### src/rtl/pfwt_pkg.sv
// Package: payload types, command codes and sizing constants for the fault window table.
package pfwt_pkg;

  localparam int unsigned MaxEntries = 16;
  localparam int unsigned DefEntries = 16;

  typedef enum logic [2:0] {
    CMD_ACTIVATE = 3'd0,
    CMD_WINDOW   = 3'd1,
    CMD_TICK     = 3'd2,
    CMD_QUERY    = 3'd3,
    CMD_CLEAR    = 3'd4
  } cmd_e;

  typedef struct packed {
    logic [2:0]  cmd;
    logic [15:0] fault_index;
    logic [15:0] module_id;
    logic [7:0]  fault_kind;
    logic [31:0] duration_ms;
    logic [31:0] start_ms;
    logic [31:0] end_ms;
    logic [31:0] period_ms;
    logic [31:0] now_ms;
  } in_item_t;

  typedef struct packed {
    logic        status;
    logic        query_hit;
    logic [15:0] active_mask;
    logic [15:0] running_mask;
  } out_item_t;

  // Divider handshake between the sequencer and the shared divide unit.
  typedef struct packed {
    logic        start;
    logic [31:0] dividend;
    logic [31:0] divisor;
  } div_req_t;

  typedef struct packed {
    logic        done;
    logic [31:0] remainder;
  } div_rsp_t;

endpackage

### src/rtl/pfwt_div.sv
// Shared restoring divider: one quotient bit per cycle, returns the remainder.
module pfwt_div
  import pfwt_pkg::*;
(
  input  logic     clk_i,
  input  logic     rst_ni,
  input  div_req_t req_i,
  output div_rsp_t rsp_o
);

  logic [31:0] rem_q, rem_d, num_q, num_d, den_q;
  logic [5:0]  cnt_q, cnt_d;
  logic        busy_q, busy_d, done_q, done_d;
  logic [32:0] trial;

  assign trial = {rem_q, num_q[31]} - {1'b0, den_q};

  // Shift in one dividend bit and subtract when it fits
  always_comb begin
    rem_d  = rem_q;
    num_d  = num_q;
    cnt_d  = cnt_q;
    busy_d = busy_q;
    done_d = 1'b0;
    if (req_i.start) begin
      rem_d  = '0;
      num_d  = req_i.dividend;
      cnt_d  = 6'd32;
      busy_d = 1'b1;
    end else if (busy_q) begin
      num_d = {num_q[30:0], 1'b0};
      if (!trial[32]) rem_d = trial[31:0];
      else rem_d = {rem_q[30:0], num_q[31]};
      cnt_d = cnt_q - 6'd1;
      if (cnt_q == 6'd1) begin
        busy_d = 1'b0;
        done_d = 1'b1;
      end
    end
  end

  always_ff @(posedge clk_i or negedge rst_ni) begin
    if (!rst_ni) begin
      busy_q <= 1'b0;
      done_q <= 1'b0;
      cnt_q  <= '0;
    end else begin
      busy_q <= busy_d;
      done_q <= done_d;
      cnt_q  <= cnt_d;
    end
  end

  always_ff @(posedge clk_i) begin
    rem_q <= rem_d;
    num_q <= num_d;
    if (req_i.start) den_q <= req_i.divisor;
  end

  assign rsp_o.done      = done_q;
  assign rsp_o.remainder = rem_q;

endmodule

### config.mk
export PLATFORM = sky130hd
export DESIGN_NAME = pfwt_div
export DESIGN_NICKNAME = d
export VERILOG_FILES = /design/src/rtl/pfwt_pkg.sv /design/src/rtl/pfwt_div.sv
export SDC_FILE = /design/constraint.sdc
export NUM_CORES = 1
export LEC_CHECK = 0
export BUFFER_PORTS_ARGS = -buffer_cell sky130_fd_sc_hd__buf_2
export CAP_MARGIN = 5
export CORE_MARGIN = 3
export CORE_UTILIZATION = 52
export DETAILED_ROUTE_END_ITERATION = 6
export PLACE_DENSITY = 0.78
export SKIP_CTS_REPAIR_TIMING = 1
export SYNTH_ARGS = -nofsm -noshare
export SYNTH_HDL_FRONTEND = slang
export SYNTH_SLANG_ARGS = --single-unit
export TNS_END_PERCENT = 1
### constraint.sdc
create_clock -name clk_i -period 2.75 [get_ports clk_i]
set_input_delay 0.55 -clock clk_i [delete_from_list [all_inputs] [get_ports clk_i]]
set_output_delay 0.55 -clock clk_i [all_outputs]
set_load 0.05 [all_outputs]
==> flow_summary.toml <==
[yosys]
synth.distinct_cells = 69
synth_nets = 703
netlist_instances = 601
synthArstFlopShare_pct = 7.69
synth_area_mm2 = 0.00622
synth_mux_area_share_pct = 6.10
ys_seq_area_share_pct = 44.4
yosysWarnings = 0
synth_area_leader_cell = "edfxtp_1"
synth_seq_cells = 104
synth_edf_count = 64
synth_ff_type = "edfxtp_1"
yosysMostFrequentCell = "edfxtp_1"
synth.top_cell.area_share_pct = 30.9
synth_top_family_by_area = "compound AO/OA/AOI/OAI gates"
synth_adder_area_share_pct = 7.16
synth_simple_gate_area_share_pct = 13.7
synth_xor_area_share_pct = 4.79
yosys-top-cells-area = "edfxtp_1 31%, dfxtp_1 10%, ha_1 6.8%"
syn_area_per_cell_um2 = 10.3
synth_compound_gate_area_share_pct = 18.8
yosys-top-cells-count = "64 x edfxtp_1, 56 x nand2_1, 49 x nor2_1, 45 x inv_1, 34 x ha_1"

[sta]
finalHoldViolCount = 0
fin_crit_ns = 2.80
setup_viol = 22
whs_ns = 0.00916
slew_viol_final = 0
rsz0062_at_grt = "yes"
fin_setup_tns_ns = -0.607
timing.final.ws_setup_ns = -0.0526
slew_headroom_pct = 49.2
tightest_slew_ns = 0.762
max_freq_mhz = 357
clock_skew_ns = 0.0155
finalCritPeriodShare_pct = 102

[finish]
area_delta_synth_final_pct = 24.7
fin_cells = 886
drive_above_1_share_pct = 37.0
fin_nets = 840
n_antenna_cell = 0
final_cell_area_mm2 = 0.00776

[critical_path]
cp_cell_sequence = "inv_1 > ha_1 > a211oi_2 > o211ai_1 > a21oi_1 > o221ai_1 > a21oi_4 > xnor2_4 > buf_6 > buf_12 > nand3_4 > a311oi_2"
reg2regPathDepth = 12
cp-end-kind = "flip-flop"
start_kind = "flip-flop"
worstReg2RegEnd = "rem_q[3]$_SDFFE_PP0P_"
worst-path-max-fanout = 7
crit-reg2reg-launch = "den_q[17]$_DFFE_PP_"
arrival_ns = 3.07
rrSetupSlack_ns = -0.05
max_stage_delay_ns = 0.38
slowest_stage = "edfxtp_1"
crit_required_ns = 3.01
criticalPathCategory = "reg2reg"

[detailed_routing]
final_antenna_net_count = 0
wire_per_inst_um = 17.2
drt_iter0_markers = 374
drt-vias-per-instance = 5.78
dr.pass1.iters = 5
dr_total_vias = 5122
drc = 0
wl_um = 15200

[floorplan]
die_area_mm2 = 0.0133
die_w_um = 115
io_pins = 100
fp-row-count = 39
start_util_pct = 53.8
die_height_um = 115
core_region_area_mm2 = 0.0116

[clock_tree]
htreeDepth = 3
cts_buffer_depth = 2
insertion_delay_ns = 0.36
clkSinkCount = 104
cts_root_buf = "clkbuf_16"
clkTransAtPathRegs_ns = 0.09
cts_buffers = 9
cts_tree = "done"

[placement]
placedCellCount = 863
finalWeightedCongestion = 0.904
dpl.hpwl_um = 10800
io_buffers = 99
place_area_mm2 = 0.00715

[status]
status = "finished with violations"
violations = "negative setup slack"

[pwr]
pwr-share-clk_pct = 15.2
pwr-share-seq_pct = 27.1
peakVddDrop_mv = 0.934
p_per_area_mw_per_mm2 = 1110
power.share.combinational_pct = 57.7
power_switching_uw = 3870
internal-power_uw = 4730
finalPower_uw = 8600
sw_frac_of_total_pct = 45.0
p_leak_uw = 0.00346

[global_routing]
overflow = 0
track_usage_pct = 22.4
grtUsageMet1_pct = 29.3
grt_pass1_vias = 5033
antenna_found_initial = 0
grt_util_met3_pct = 5.37
grt_max_degree = 38
met2_usage_pct = 37.3
busiest_layer = "met2"
grt_pass1_wl_um = 23700

[min_path]
hp-class = "in2async"

[run]
maxCapViolCount = 0
-- area by class of cell --
cell class | instances | area, um^2
Sequential cell | 104 | 2770
Multi-Input combinational cell | 424 | 3330
Clock buffer | 9 | 225
Tap cell | 143 | 179
Inverter | 45 | 169
Timing Repair Buffer | 154 | 1000
Fill cell | 883 | 3810
Clock inverter | 7 | 86.3
-- worst max-delay path by stage --
stage,to,start,cells after the start,slack (ns)
after detailed placement,rem_q[3]$_SDFFE_PP0P_,num_q[31]$_DFFE_PP_,12,-0.09
after floorplan,rem_q[17]$_SDFFE_PP0P_,rem_q[16]$_SDFFE_PP0P_,10,-0.05
after CTS,rem_q[3]$_SDFFE_PP0P_,num_q[31]$_DFFE_PP_,12,-0.15
after global routing,rem_q[20]$_SDFFE_PP0P_,den_q[17]$_DFFE_PP_,12,-0.17
after global placement,rem_q[31]$_SDFFE_PP0P_,num_q[31]$_DFFE_PP_,12,0.04
final,rem_q[3]$_SDFFE_PP0P_,den_q[17]$_DFFE_PP_,12,-0.05
-- power groups by stage --
stage               logic (uW)  clock network [uW]  registers (uW)
floorplan                 2490                   0            2970
global placement          4260                   0            2320
detailed placement        4340                   0            2340
CTS                       4370                1340            2310
global route              5350                1400            2380
finish                    4960                1310            2330
-- sequential cells by signal (all words and copies together), names as in the netlist --
register	flops
busy_q	1
cnt_q	6
den_q	32
done_q	1
num_q	32
rem_q	32
-- placed cells by master (no fill, tap or decap), types with 6 or more instances in the layout --
master,synthesis,layout
buf_2,1,98
edfxtp_1,64,64
nor2_1,49,49
nand2_1,56,46
buf_4,3,45
inv_1,45,44
mux2_2,31,31
ha_1,34,31
a21oi_1,31,29
dfxtp_1,32,27
o21ai_0,25,21
xnor2_1,19,19
nand2_2,12,19
a21o_1,18,18
a311oi_2,16,17
clkbuf_16,0,11
xor2_1,10,10
nand2b_1,9,8
dfrtp_1,8,7
a31oi_1,6,6
buf_6,3,6
-- critical path: cells and delay by family, from the launching register on --
family | cells | cell delay [ns]
adder cells (fa/ha/maj) | 1 | 0.26
buffers and inverters | 3 | 0.35
AND/OR/NAND/NOR | 1 | 0.07
flip-flops | 1 | 0.38
AO/OA/AOI/OAI | 6 | 1.46
XOR/XNOR | 1 | 0.19
-- metal layers --
layer / vias up / share of wire, %
li1: 2479 / -
met1: 2456 / 44
met2: 157 / 49
met3: 30 / 5.8
met4: 0 / 2.0
met5: - / 0
-- per-stage QoR --
stage / worst slack (ns) / util (%)
after global routing: -0.170 / 67.1
after CTS: -0.147 / 64.5
after detailed placement: -0.0918 / 61.8
after floorplan: -0.0454 / -
after global placement: 0.0369 / 61.8
final: -0.0526 / 67.1
-- cells by family after synthesis --
logic type,count (synthesis)
adder cells (fa/ha/maj),35
AND/OR/NAND/NOR,173
AO/OA/AOI/OAI,151
flip-flops,104
XOR/XNOR,31
multiplexers,34
buffers and inverters,73
Note: power is estimated with default switching activity, not from simulation.
